[src/rtl/core/octf_pkg.sv]
package octf_pkg;

  // Default saturation limit of the reported text length.
  localparam logic [31:0] MaxTextLenDefault = 32'd65535;

  // Queue depths between the parts of the filter.
  localparam int CmdDepth = 4;
  localparam int OutDepth = 2;

  // Byte codes that the filter recognises or produces.
  localparam logic [7:0] ChLf    = 8'h0A;
  localparam logic [7:0] ChSpace = 8'h20;
  localparam logic [7:0] ChTab   = 8'h09;
  localparam logic [7:0] ChCr    = 8'h0D;
  localparam logic [7:0] LigLead = 8'hEF;
  localparam logic [7:0] LigMid  = 8'hAC;
  localparam logic [7:0] LigFi   = 8'h81;
  localparam logic [7:0] LigFl   = 8'h82;
  localparam logic [7:0] ChF     = 8'h66;
  localparam logic [7:0] ChI     = 8'h69;
  localparam logic [7:0] ChL     = 8'h6C;

  // One input word.
  typedef struct packed {
    logic [7:0] in_byte;
    logic       end_of_text;
  } in_word_t;

  // One result word.
  typedef struct packed {
    logic [7:0]  out_byte;
    logic        has_byte;
    logic        last_of_text;
    logic [15:0] text_length;
  } out_word_t;

  // Command from the front part: up to two logical bytes, plus a flag for the end of a text.
  typedef struct packed {
    logic       eot;
    logic [1:0] nbytes;
    logic [7:0] byte0;
    logic [7:0] byte1;
  } cmd_t;

  // Space, tab, LF, VT, FF and CR count as blanks.
  function automatic logic is_blank(input logic [7:0] b);
    is_blank = (b == ChSpace) || ((b >= ChTab) && (b <= ChCr));
  endfunction

endpackage

[src/rtl/core/octf_fifo.sv]
module octf_fifo #(
  parameter int WIDTH = 8,
  parameter int DEPTH = 2
) (
  input  logic             clk,
  input  logic             rst,
  input  logic             push,
  input  logic [WIDTH-1:0] wr_data,
  output logic             full,
  input  logic             pop,
  output logic [WIDTH-1:0] rd_data,
  output logic             empty
);

  localparam int AW = (DEPTH > 1) ? $clog2(DEPTH) : 1;
  localparam int CW = $clog2(DEPTH + 1);

  logic [WIDTH-1:0] store [DEPTH];
  logic [AW-1:0]    wr_ptr;
  logic [AW-1:0]    rd_ptr;
  logic [CW-1:0]    count;
  logic             wr_en;
  logic             rd_en;

  assign full    = (count == CW'(DEPTH));
  assign empty   = (count == '0);
  assign wr_en   = push && !full;
  assign rd_en   = pop && !empty;
  assign rd_data = store[rd_ptr];

  // Storage; payload needs no reset.
  always_ff @(posedge clk) begin
    if (wr_en) begin
      store[wr_ptr] <= wr_data;
    end
  end

  // Pointers and fill level.
  always_ff @(posedge clk) begin
    if (rst) begin
      wr_ptr <= '0;
      rd_ptr <= '0;
      count  <= '0;
    end else begin
      if (wr_en) begin
        wr_ptr <= (wr_ptr == AW'(DEPTH - 1)) ? '0 : wr_ptr + 1'b1;
      end
      if (rd_en) begin
        rd_ptr <= (rd_ptr == AW'(DEPTH - 1)) ? '0 : rd_ptr + 1'b1;
      end
      if (wr_en && !rd_en) begin
        count <= count + 1'b1;
      end else if (rd_en && !wr_en) begin
        count <= count - 1'b1;
      end
    end
  end

`ifndef SYNTH
  // The fill level never passes the depth.
  a_count_bound: assert property (@(posedge clk) disable iff (rst)
    count <= CW'(DEPTH))
    else $error("fifo fill level beyond depth");

  // A write without a read raises the fill level by one.
  a_count_step: assert property (@(posedge clk) disable iff (rst)
    (wr_en && !rd_en) |=> (count == $past(count) + 1'b1))
    else $error("fifo fill level did not follow a write");

  // A read without a write lowers the fill level by one.
  a_count_drop: assert property (@(posedge clk) disable iff (rst)
    (rd_en && !wr_en) |=> (count == $past(count) - 1'b1))
    else $error("fifo fill level did not follow a read");
`endif

endmodule

[src/rtl/core/octf_front.sv]
module octf_front (
  input  logic              clk,
  input  logic              rst,
  input  logic              accept,
  input  octf_pkg::in_word_t in_data,
  output logic              cmd_push,
  output octf_pkg::cmd_t    cmd
);

  logic [7:0] win0;
  logic [7:0] win1;
  logic [1:0] win_count;
  logic       leading_done;
  logic [7:0] win0_next;
  logic [7:0] win1_next;
  logic [1:0] win_count_next;
  logic       leading_done_next;
  logic [7:0] b;

  assign b = in_data.in_byte;

  // Classify the word: strip leading blanks, fill the window, match the patterns, flush at end of text.
  always_comb begin
    win0_next         = win0;
    win1_next         = win1;
    win_count_next    = win_count;
    leading_done_next = leading_done;
    cmd_push          = 1'b0;
    cmd               = '0;
    if (accept) begin
      if (in_data.end_of_text) begin
        // Flush whatever is pending and start afresh.
        cmd.eot           = 1'b1;
        cmd.nbytes        = win_count;
        cmd.byte0         = win0;
        cmd.byte1         = win1;
        cmd_push          = 1'b1;
        win_count_next    = '0;
        leading_done_next = 1'b0;
      end else if (leading_done || !octf_pkg::is_blank(b)) begin
        leading_done_next = 1'b1;
        if (win_count < 2'd2) begin
          if (win_count == 2'd0) begin
            win0_next = b;
          end else begin
            win1_next = b;
          end
          win_count_next = win_count + 2'd1;
        end else if ((win0 == octf_pkg::LigLead) && (win1 == octf_pkg::LigMid) &&
                     ((b == octf_pkg::LigFi) || (b == octf_pkg::LigFl))) begin
          // Ligature becomes two plain letters.
          cmd.nbytes     = 2'd2;
          cmd.byte0      = octf_pkg::ChF;
          cmd.byte1      = (b == octf_pkg::LigFi) ? octf_pkg::ChI : octf_pkg::ChL;
          cmd_push       = 1'b1;
          win_count_next = '0;
        end else if ((win0 == octf_pkg::ChLf) && (win1 == octf_pkg::ChSpace) &&
                     (b == octf_pkg::ChLf)) begin
          // LF space LF vanishes.
          win_count_next = '0;
        end else begin
          cmd.nbytes = 2'd1;
          cmd.byte0  = win0;
          cmd_push   = 1'b1;
          win0_next  = win1;
          win1_next  = b;
        end
      end
    end
  end

  // Window bytes hold payload only.
  always_ff @(posedge clk) begin
    win0 <= win0_next;
    win1 <= win1_next;
  end

  // Control state.
  always_ff @(posedge clk) begin
    if (rst) begin
      win_count    <= '0;
      leading_done <= 1'b0;
    end else begin
      win_count    <= win_count_next;
      leading_done <= leading_done_next;
    end
  end

`ifndef SYNTH
  // The window never holds more than two bytes.
  a_win_bound: assert property (@(posedge clk) disable iff (rst)
    win_count <= 2'd2)
    else $error("window count beyond two");

  // Bytes enter the window only after the leading blanks are gone.
  a_win_lead: assert property (@(posedge clk) disable iff (rst)
    (win_count != 2'd0) |-> leading_done)
    else $error("window filled before leading blanks ended");

  // The end of a text leaves the window empty.
  a_eot_clear: assert property (@(posedge clk) disable iff (rst)
    (accept && in_data.end_of_text) |=> (win_count == 2'd0 && !leading_done))
    else $error("state not cleared after end of text");
`endif

endmodule

[src/rtl/core/octf_back.sv]
module octf_back #(
  parameter logic [31:0] MAX_TEXT_LEN = octf_pkg::MaxTextLenDefault
) (
  input  logic                clk,
  input  logic                rst,
  input  logic                cmd_empty,
  input  octf_pkg::cmd_t      cmd,
  output logic                cmd_pop,
  input  logic                out_full,
  output logic                out_push,
  output octf_pkg::out_word_t out_word
);

  localparam logic [15:0] LenLimit =
    (MAX_TEXT_LEN > 32'd65535) ? 16'hFFFF : MAX_TEXT_LEN[15:0];

  logic        held;
  logic        prev_nl;
  logic [15:0] count;
  logic [1:0]  idx;
  logic        held_next;
  logic        prev_nl_next;
  logic [15:0] count_next;
  logic [1:0]  idx_next;
  logic        step;
  logic        have_byte;
  logic [7:0]  b;
  logic        mark_push;

  assign step      = !cmd_empty && !out_full;
  assign have_byte = (idx < cmd.nbytes);
  assign b         = idx[0] ? cmd.byte1 : cmd.byte0;
  assign mark_push = out_push && out_word.last_of_text;

  // One result word at most per cycle; a held newline goes out before the next byte.
  always_comb begin
    logic adv;
    logic byte_out;
    adv          = 1'b0;
    byte_out     = 1'b0;
    held_next    = held;
    prev_nl_next = prev_nl;
    count_next   = count;
    idx_next     = idx;
    cmd_pop      = 1'b0;
    out_push     = 1'b0;
    out_word     = '0;
    if (step) begin
      if (have_byte) begin
        adv = 1'b1;
        if (held && (b != octf_pkg::ChLf)) begin
          // Release the held newline; the byte itself stays in place and goes out afterwards.
          out_word.out_byte = octf_pkg::ChLf;
          byte_out          = 1'b1;
          held_next         = 1'b0;
          adv               = 1'b0;
        end else if (held) begin
          // Held newline goes out, the new one is held in its place.
          out_word.out_byte = octf_pkg::ChLf;
          byte_out          = 1'b1;
          prev_nl_next      = 1'b1;
        end else if ((b == octf_pkg::ChLf) && prev_nl) begin
          held_next = 1'b1;
        end else begin
          out_word.out_byte = b;
          byte_out          = 1'b1;
          prev_nl_next      = (b == octf_pkg::ChLf);
        end
        if (byte_out) begin
          out_word.has_byte = 1'b1;
          out_push          = 1'b1;
          if (count < LenLimit) begin
            count_next = count + 16'd1;
          end
        end
        if (adv) begin
          if (((idx + 2'd1) == cmd.nbytes) && !cmd.eot) begin
            cmd_pop  = 1'b1;
            idx_next = '0;
          end else begin
            idx_next = idx + 2'd1;
          end
        end
      end else begin
        // Closing marker; any held newline is dropped.
        out_word.last_of_text = 1'b1;
        out_word.text_length  = count;
        out_push              = 1'b1;
        cmd_pop               = 1'b1;
        held_next             = 1'b0;
        prev_nl_next          = 1'b0;
        count_next            = '0;
        idx_next              = '0;
      end
    end
  end

  // Control state.
  always_ff @(posedge clk) begin
    if (rst) begin
      held    <= 1'b0;
      prev_nl <= 1'b0;
      count   <= '0;
      idx     <= '0;
    end else begin
      held    <= held_next;
      prev_nl <= prev_nl_next;
      count   <= count_next;
      idx     <= idx_next;
    end
  end

`ifndef SYNTH
  // A newline is held back only after a newline.
  a_held_prev: assert property (@(posedge clk) disable iff (rst)
    held |-> prev_nl)
    else $error("newline held without a preceding newline");

  // The length count stays within its limit.
  a_count_limit: assert property (@(posedge clk) disable iff (rst)
    count <= LenLimit)
    else $error("text length beyond limit");

  // After the closing marker the next text starts from a clean state.
  a_mark_clear: assert property (@(posedge clk) disable iff (rst)
    mark_push |=> (count == '0 && !held && !prev_nl && idx == '0))
    else $error("state not cleared after closing marker");

  // The closing marker only comes from an end-of-text command.
  a_mark_eot: assert property (@(posedge clk) disable iff (rst)
    mark_push |-> cmd.eot)
    else $error("closing marker without end of text");
`endif

endmodule

[src/rtl/core/ocr_text_cleanup_filter_top.sv]
// Channel  | Direction | Handshake        | Word
// ---------+-----------+------------------+-----------------------------
// input    | in        | push / full      | in_data  (byte, end_of_text)
// result   | out       | pop / empty      | out_data (byte, flags, length)
//
// The front part takes one word per cycle while its command queue has room.
// The back part sends one result word per cycle while a command waits and the result
// queue has room; two logical bytes go out in turn, a byte behind a held newline waits,
// and an end-of-text word adds a closing marker. The command queue absorbs those bursts.
// Reset (rst, synchronous) empties both queues and clears all text state.
// A stalled result side fills the result queue, then the command queue, then
// raises full.
module ocr_text_cleanup_filter_top #(
  parameter logic [31:0] MAX_TEXT_LEN = octf_pkg::MaxTextLenDefault
) (
  input  logic                clk,
  input  logic                rst,
  input  logic                push,
  output logic                full,
  input  octf_pkg::in_word_t  in_data,
  output logic                empty,
  input  logic                pop,
  output octf_pkg::out_word_t out_data
);

  logic                accept;
  logic                cmd_push;
  octf_pkg::cmd_t      cmd_in;
  octf_pkg::cmd_t      cmd_out;
  logic                cmd_empty;
  logic                cmd_pop;
  logic                out_full;
  logic                out_push;
  octf_pkg::out_word_t out_word;

  assign accept = push && !full;

  // Front part: classification and window matching.
  octf_front u_front (
    .clk      (clk),
    .rst      (rst),
    .accept   (accept),
    .in_data  (in_data),
    .cmd_push (cmd_push),
    .cmd      (cmd_in)
  );

  // Command queue between the two parts.
  octf_fifo #(
    .WIDTH ($bits(octf_pkg::cmd_t)),
    .DEPTH (octf_pkg::CmdDepth)
  ) u_cmd_q (
    .clk     (clk),
    .rst     (rst),
    .push    (cmd_push),
    .wr_data (cmd_in),
    .full    (full),
    .pop     (cmd_pop),
    .rd_data (cmd_out),
    .empty   (cmd_empty)
  );

  // Back part: newline hold-back, length count and closing marker.
  octf_back #(
    .MAX_TEXT_LEN (MAX_TEXT_LEN)
  ) u_back (
    .clk       (clk),
    .rst       (rst),
    .cmd_empty (cmd_empty),
    .cmd       (cmd_out),
    .cmd_pop   (cmd_pop),
    .out_full  (out_full),
    .out_push  (out_push),
    .out_word  (out_word)
  );

  // Result queue.
  octf_fifo #(
    .WIDTH ($bits(octf_pkg::out_word_t)),
    .DEPTH (octf_pkg::OutDepth)
  ) u_out_q (
    .clk     (clk),
    .rst     (rst),
    .push    (out_push),
    .wr_data (out_word),
    .full    (out_full),
    .pop     (pop),
    .rd_data (out_data),
    .empty   (empty)
  );

endmodule
[config.mk]
export PLATFORM = sky130hd
export DESIGN_NAME = ocr_text_cleanup_filter_top
export DESIGN_NICKNAME = d
export VERILOG_FILES = /design/src/rtl/core/octf_pkg.sv /design/src/rtl/core/octf_fifo.sv /design/src/rtl/core/octf_front.sv /design/src/rtl/core/octf_back.sv /design/src/rtl/core/ocr_text_cleanup_filter_top.sv
export SDC_FILE = /design/constraint.sdc
export NUM_CORES = 1
export LEC_CHECK = 0
export BUFFER_PORTS_ARGS = -buffer_cell sky130_fd_sc_hd__buf_4
export CAP_MARGIN = 10
export CORE_MARGIN = 3
export CORE_UTILIZATION = 59
export CTS_CLUSTER_SIZE = 16
export DETAILED_ROUTE_END_ITERATION = 10
export GPL_ROUTABILITY_DRIVEN = 0
export GPL_TIMING_DRIVEN = 0
export PLACE_DENSITY_LB_ADDON = 0.3
export SLEW_MARGIN = 20
export SYNTH_ARGS = -nofsm -noshare
export SYNTH_HDL_FRONTEND = slang
export SYNTH_SLANG_ARGS = --single-unit
[constraint.sdc]
create_clock -name clk -period 10.1 [get_ports clk]
set_clock_uncertainty 0.1 [all_clocks]
set_input_delay 2.02 -clock clk [delete_from_list [all_inputs] [get_ports clk]]
set_output_delay 2.02 -clock clk [all_outputs]
set_load 0.01 [all_outputs]
==> run_summary.xml <==
<?xml version="1.0" encoding="UTF-8"?>
<metrics>
  <group name="clock_tree">
    <metric name="clock_sink_count" unit="">181</metric>
    <metric name="cts_root_buffer" unit="">sky130_fd_sc_hd__clkbuf_16</metric>
    <metric name="skew_pair_late_insertion_delay" unit="ns">0.42</metric>
    <metric name="tritoncts" unit="">done</metric>
    <metric name="cts_hold_buf" unit="">0</metric>
    <metric name="cts_made_buffers" unit="">17</metric>
    <metric name="buffers_from_clock_root_to_sink_at_most" unit="">2</metric>
    <metric name="cts_setup_buffers" unit="">0</metric>
    <metric name="postCtsResizedCells" unit="">0</metric>
    <metric name="htree_num_levels" unit="">4</metric>
    <metric name="clk_pin_slew" unit="ns">0.07</metric>
  </group>
  <group name="logic_synthesis">
    <metric name="synthMuxAreaShare" unit="">0.1254</metric>
    <metric name="ys_warn_count" unit="">0</metric>
    <metric name="synthSimpleGateAreaFrac" unit="">0.1129</metric>
    <metric name="mappedNetlistNets" unit="">570</metric>
    <metric name="avg_synthesized_cell_area" unit="sq um">14.49</metric>
    <metric name="postSynthRegisterBits" unit="">181</metric>
    <metric name="ys_seq_area_frac" unit="">0.6401</metric>
    <metric name="syn_area" unit="sq mm">0.007913</metric>
    <metric name="synth-adder-area-share" unit="">0.01834</metric>
    <metric name="fraction_of_synthesized_cell_area_in_xor_and_xnor_cells" unit="">0.008855</metric>
    <metric name="synth_ff_type" unit="">sky130_fd_sc_hd__edfxtp_1</metric>
    <metric name="synth_compound_gate_area_share" unit="">0.07369</metric>
    <metric name="synth_enable_flop_cells" unit="">144</metric>
    <metric name="asyncSetResetFlopFracSynth" unit="">0</metric>
    <metric name="gate_count_post_synth" unit="">546</metric>
    <metric name="synth_cell_type_count" unit="">62</metric>
    <metric name="largest_family_of_logic_cells_by_synthesized_area" unit="">multiplexers</metric>
  </group>
  <group name="setup_path">
    <metric name="slowest_stage" unit="">sky130_fd_sc_hd__o31ai_2</metric>
    <metric name="worst-endpoint-required" unit="ns">10.35</metric>
    <metric name="worst-r2r-setup-slack" unit="ns">5.71</metric>
    <metric name="worstPathArrival" unit="ns">5.09</metric>
    <metric name="worstReg2RegEnd" unit="">u_cmd_q.count[2]</metric>
    <metric name="cp_cell_sequence" unit="">buf_4 -&gt; clkbuf_1 -&gt; or3_1 -&gt; nand4b_1 -&gt; a21oi_1 -&gt; o31ai_2 -&gt; ha_1 -&gt; inv_1 -&gt; fa_1 -&gt; xor2_1 -&gt; or3_1 -&gt; a21oi_1</metric>
    <metric name="critical_path.startpoint" unit="">in_data[2]</metric>
    <metric name="crit_path_max_incr_delay" unit="ns">0.60</metric>
    <metric name="worstSetupEndpointType" unit="">flip-flop</metric>
    <metric name="rr_worst_depth" unit="">15</metric>
    <metric name="crit_path_end" unit="">u_cmd_q.count[2]</metric>
    <metric name="timing_worst_setup_path_type" unit="">in -&gt; reg</metric>
    <metric name="crit_path_max_fanout" unit="">9</metric>
    <metric name="timing.critical_path.from_type" unit="">primary input</metric>
  </group>
  <group name="global_routing">
    <metric name="gr_busiest_metal" unit="">met2</metric>
    <metric name="grtUsageTotal" unit="">0.2251</metric>
    <metric name="number_of_global_route_vias_before_repair" unit="">5090</metric>
    <metric name="grt_start_max_net_pins" unit="">27</metric>
    <metric name="antenna_violations_before_repair" unit="">0</metric>
    <metric name="globalRouteMet3Util" unit="">0.04503</metric>
    <metric name="use_met1" unit="">0.2889</metric>
    <metric name="grt_remaining_overflow" unit="">0</metric>
    <metric name="grt_first_pass_wirelength" unit="um">25650</metric>
    <metric name="grtUsageMet2" unit="">0.3747</metric>
  </group>
  <group name="floorplanning">
    <metric name="coreArea" unit="sq mm">0.01288</metric>
    <metric name="design.die.area" unit="sq mm">0.01484</metric>
    <metric name="die_width" unit="um">121.8</metric>
    <metric name="initial_core_util" unit="">0.6145</metric>
    <metric name="die_outline_height" unit="um">121.8</metric>
    <metric name="placementRows" unit="">41</metric>
    <metric name="top_level_ports" unit="">41</metric>
  </group>
  <group name="drt">
    <metric name="drt_first_pass_iters" unit="">5</metric>
    <metric name="vias" unit="">4980</metric>
    <metric name="postRouteWirelength" unit="um">15750</metric>
    <metric name="avgViaCountPerCell" unit="">6.280</metric>
    <metric name="routedWlPerCell" unit="um">19.85</metric>
    <metric name="drt.antenna.violating_nets" unit="">0</metric>
    <metric name="detailedRoute.firstIterationViolations" unit="">447</metric>
    <metric name="drc" unit="">0</metric>
  </group>
  <group name="hold_path">
    <metric name="hp-class" unit="">reg -&gt; reg</metric>
    <metric name="holdCritStartpoint" unit="">u_back.count[13]</metric>
  </group>
  <group name="layout">
    <metric name="fraction_of_layout_instances_using_a_drive_strength_above_1" unit="">0.2238</metric>
    <metric name="num-nets-final" unit="">632</metric>
    <metric name="post_layout_nonfiller_instances" unit="">793</metric>
    <metric name="final_cell_mix" unit="">sky130_fd_sc_hd__edfxtp_1, sky130_fd_sc_hd__buf_4, sky130_fd_sc_hd__mux2_2</metric>
    <metric name="num_antenna_cells" unit="">0</metric>
    <metric name="flow.area_growth_from_synthesis" unit="%">14.69</metric>
    <metric name="mostFrequentLayoutCell" unit="">sky130_fd_sc_hd__edfxtp_1</metric>
  </group>
  <group name="place">
    <metric name="dp_hpwl" unit="um">10730</metric>
    <metric name="port_buffers" unit="">40</metric>
    <metric name="dp.cells" unit="">761</metric>
  </group>
  <group name="outcome">
    <metric name="run_status" unit="">complete, no violations</metric>
  </group>
  <group name="sta">
    <metric name="tightest_slew" unit="ns">1.030</metric>
    <metric name="achievable-frequency" unit="GHz">0.2064</metric>
    <metric name="final.period_utilization" unit="">0.4796</metric>
    <metric name="finalHoldViolCount" unit="">0</metric>
    <metric name="report.final.slew_viol_count" unit="">0</metric>
    <metric name="max_slew_margin" unit="">0.3133</metric>
    <metric name="report.final.setup_viol" unit="">0</metric>
    <metric name="grt_setup_unrepaired" unit="">no</metric>
    <metric name="finalCriticalPeriod" unit="ns">4.844</metric>
    <metric name="fin_setup_tns" unit="ns">0</metric>
  </group>
  <group name="power">
    <metric name="static-leakage-power" unit="nW">3.284</metric>
    <metric name="cellPowerDensity" unit="mW/mm^2">251.2</metric>
    <metric name="max-vdd-ir-drop" unit="V">0.0001216</metric>
  </group>
  <group name="job">
    <metric name="max_cap_viol_count" unit="">0</metric>
  </group>
</metrics>
## cell usage after synthesis (4+ instances only)
cell type | number | area share
sky130_fd_sc_hd__or3_1 | 4 | 0.0032
sky130_fd_sc_hd__edfxtp_1 | 144 | 0.55
sky130_fd_sc_hd__a31oi_1 | 5 | 0.0040
sky130_fd_sc_hd__mux4_1 | 7 | 0.023
sky130_fd_sc_hd__mux2_2 | 38 | 0.054
sky130_fd_sc_hd__xor2_1 | 6 | 0.0066
sky130_fd_sc_hd__ha_1 | 10 | 0.016
sky130_fd_sc_hd__nor2b_1 | 10 | 0.0079
sky130_fd_sc_hd__nand2_1 | 19 | 0.0090
sky130_fd_sc_hd__mux2i_1 | 11 | 0.014
sky130_fd_sc_hd__buf_2 | 4 | 0.0025
sky130_fd_sc_hd__dfxtp_1 | 37 | 0.094
sky130_fd_sc_hd__nor2_1 | 27 | 0.013
sky130_fd_sc_hd__and4_1 | 6 | 0.0066
sky130_fd_sc_hd__o22a_1 | 4 | 0.0044
sky130_fd_sc_hd__a21boi_0 | 5 | 0.0047
sky130_fd_sc_hd__mux4_2 | 12 | 0.034
sky130_fd_sc_hd__nand3_1 | 12 | 0.0076
sky130_fd_sc_hd__o21ai_0 | 12 | 0.0076
sky130_fd_sc_hd__a21oi_1 | 18 | 0.011
sky130_fd_sc_hd__clkbuf_1 | 15 | 0.0071
sky130_fd_sc_hd__o31ai_1 | 7 | 0.0066
sky130_fd_sc_hd__nor4_1 | 4 | 0.0032
sky130_fd_sc_hd__and2_1 | 15 | 0.012
sky130_fd_sc_hd__nor3_1 | 11 | 0.0070
sky130_fd_sc_hd__inv_1 | 13 | 0.0062
sky130_fd_sc_hd__and3_1 | 31 | 0.025
sky130_fd_sc_hd__o311ai_0 | 7 | 0.0077
## layout make-up
cell class                      instances  area [sq um]
Tap cell                              172         215.2
Inverter                               14         52.55
Timing Repair Buffer                   43         330.3
Clock buffer                           17         425.4
Fill cell                             837          3801
Buffer                                 24         111.4
Multi-Input combinational cell        327          2698
Sequential cell                       181          5065
Clock inverter                         15         177.7
## where the power goes
| part | internal (mW) | switching [mW] |
|---|---|---|
| Combinational | 0.287 | 0.334 |
| Sequential | 0.949 | 0.0452 |
| Clock | 0.391 | 0.273 |
| Total | 1.63 | 0.653 |
## sequential cells by signal, summed over array words and instances, names as in the netlist, 3 cells and up, named ones only
register / flops
u_front.win0: 8
u_out_q.store: 52
u_cmd_q.store: 76
u_cmd_q.count: 3
u_back.count: 16
u_front.win1: 8
## worst max-delay path, delay by kind of cell
kind,cells,cell delay (ns)
buffers and inverters,3,0.37
and+or+nand+nor,3,0.83
adders and majority gates,2,0.75
xor gates and xnor gates,1,0.19
AOI/OAI and AO/OA,3,0.93
## worst min-delay path by stage
stage          slack, ns           endpoint  cells past startpoint
2_1_floorplan       0.35   u_back.count[13]                      1
3_3_place_gp        0.38   u_back.count[13]                      1
3_5_place_dp        0.38   u_back.count[13]                      1
4_1_cts             0.40   u_back.count[13]                      1
5_1_grt             0.43  u_cmd_q.rd_ptr[1]                      2
6_report            0.40   u_back.count[13]                      1
## layer usage
metal / wire length (um) / up-vias
met2: 7957 / 241
met5: 0 / -
met1: 6345 / 2422
li1: - / 2273
met3: 1012 / 44
met4: 430 / 0
## cells by family (layout without fill, tap and decap cells)
logic type / count (synthesis) / in the layout
multiplexers: 68 / 68
buffers and inverters: 38 / 113
flip-flops: 181 / 181
AND/OR/NAND/NOR: 158 / 158
adder cells (fa/ha/maj): 11 / 11
XOR/XNOR: 8 / 8
AO/OA/AOI/OAI: 82 / 82
## stage by stage
step,area (sq um),hold slack [ns],power (mW),setup WS (ns),utilization
after global placement,8428,0.3752,1.588,4.940,0.6546
final,9075,0.3996,2.279,5.256,0.7048
after global routing,9075,0.4284,2.395,5.038,0.7048
after CTS,9074,0.3960,2.293,5.275,0.7047
after floorplan,7913,0.3488,1.393,5.371,-
after detailed placement,8471,0.3846,1.629,4.821,0.6579
(Power assumes the default switching activity.)
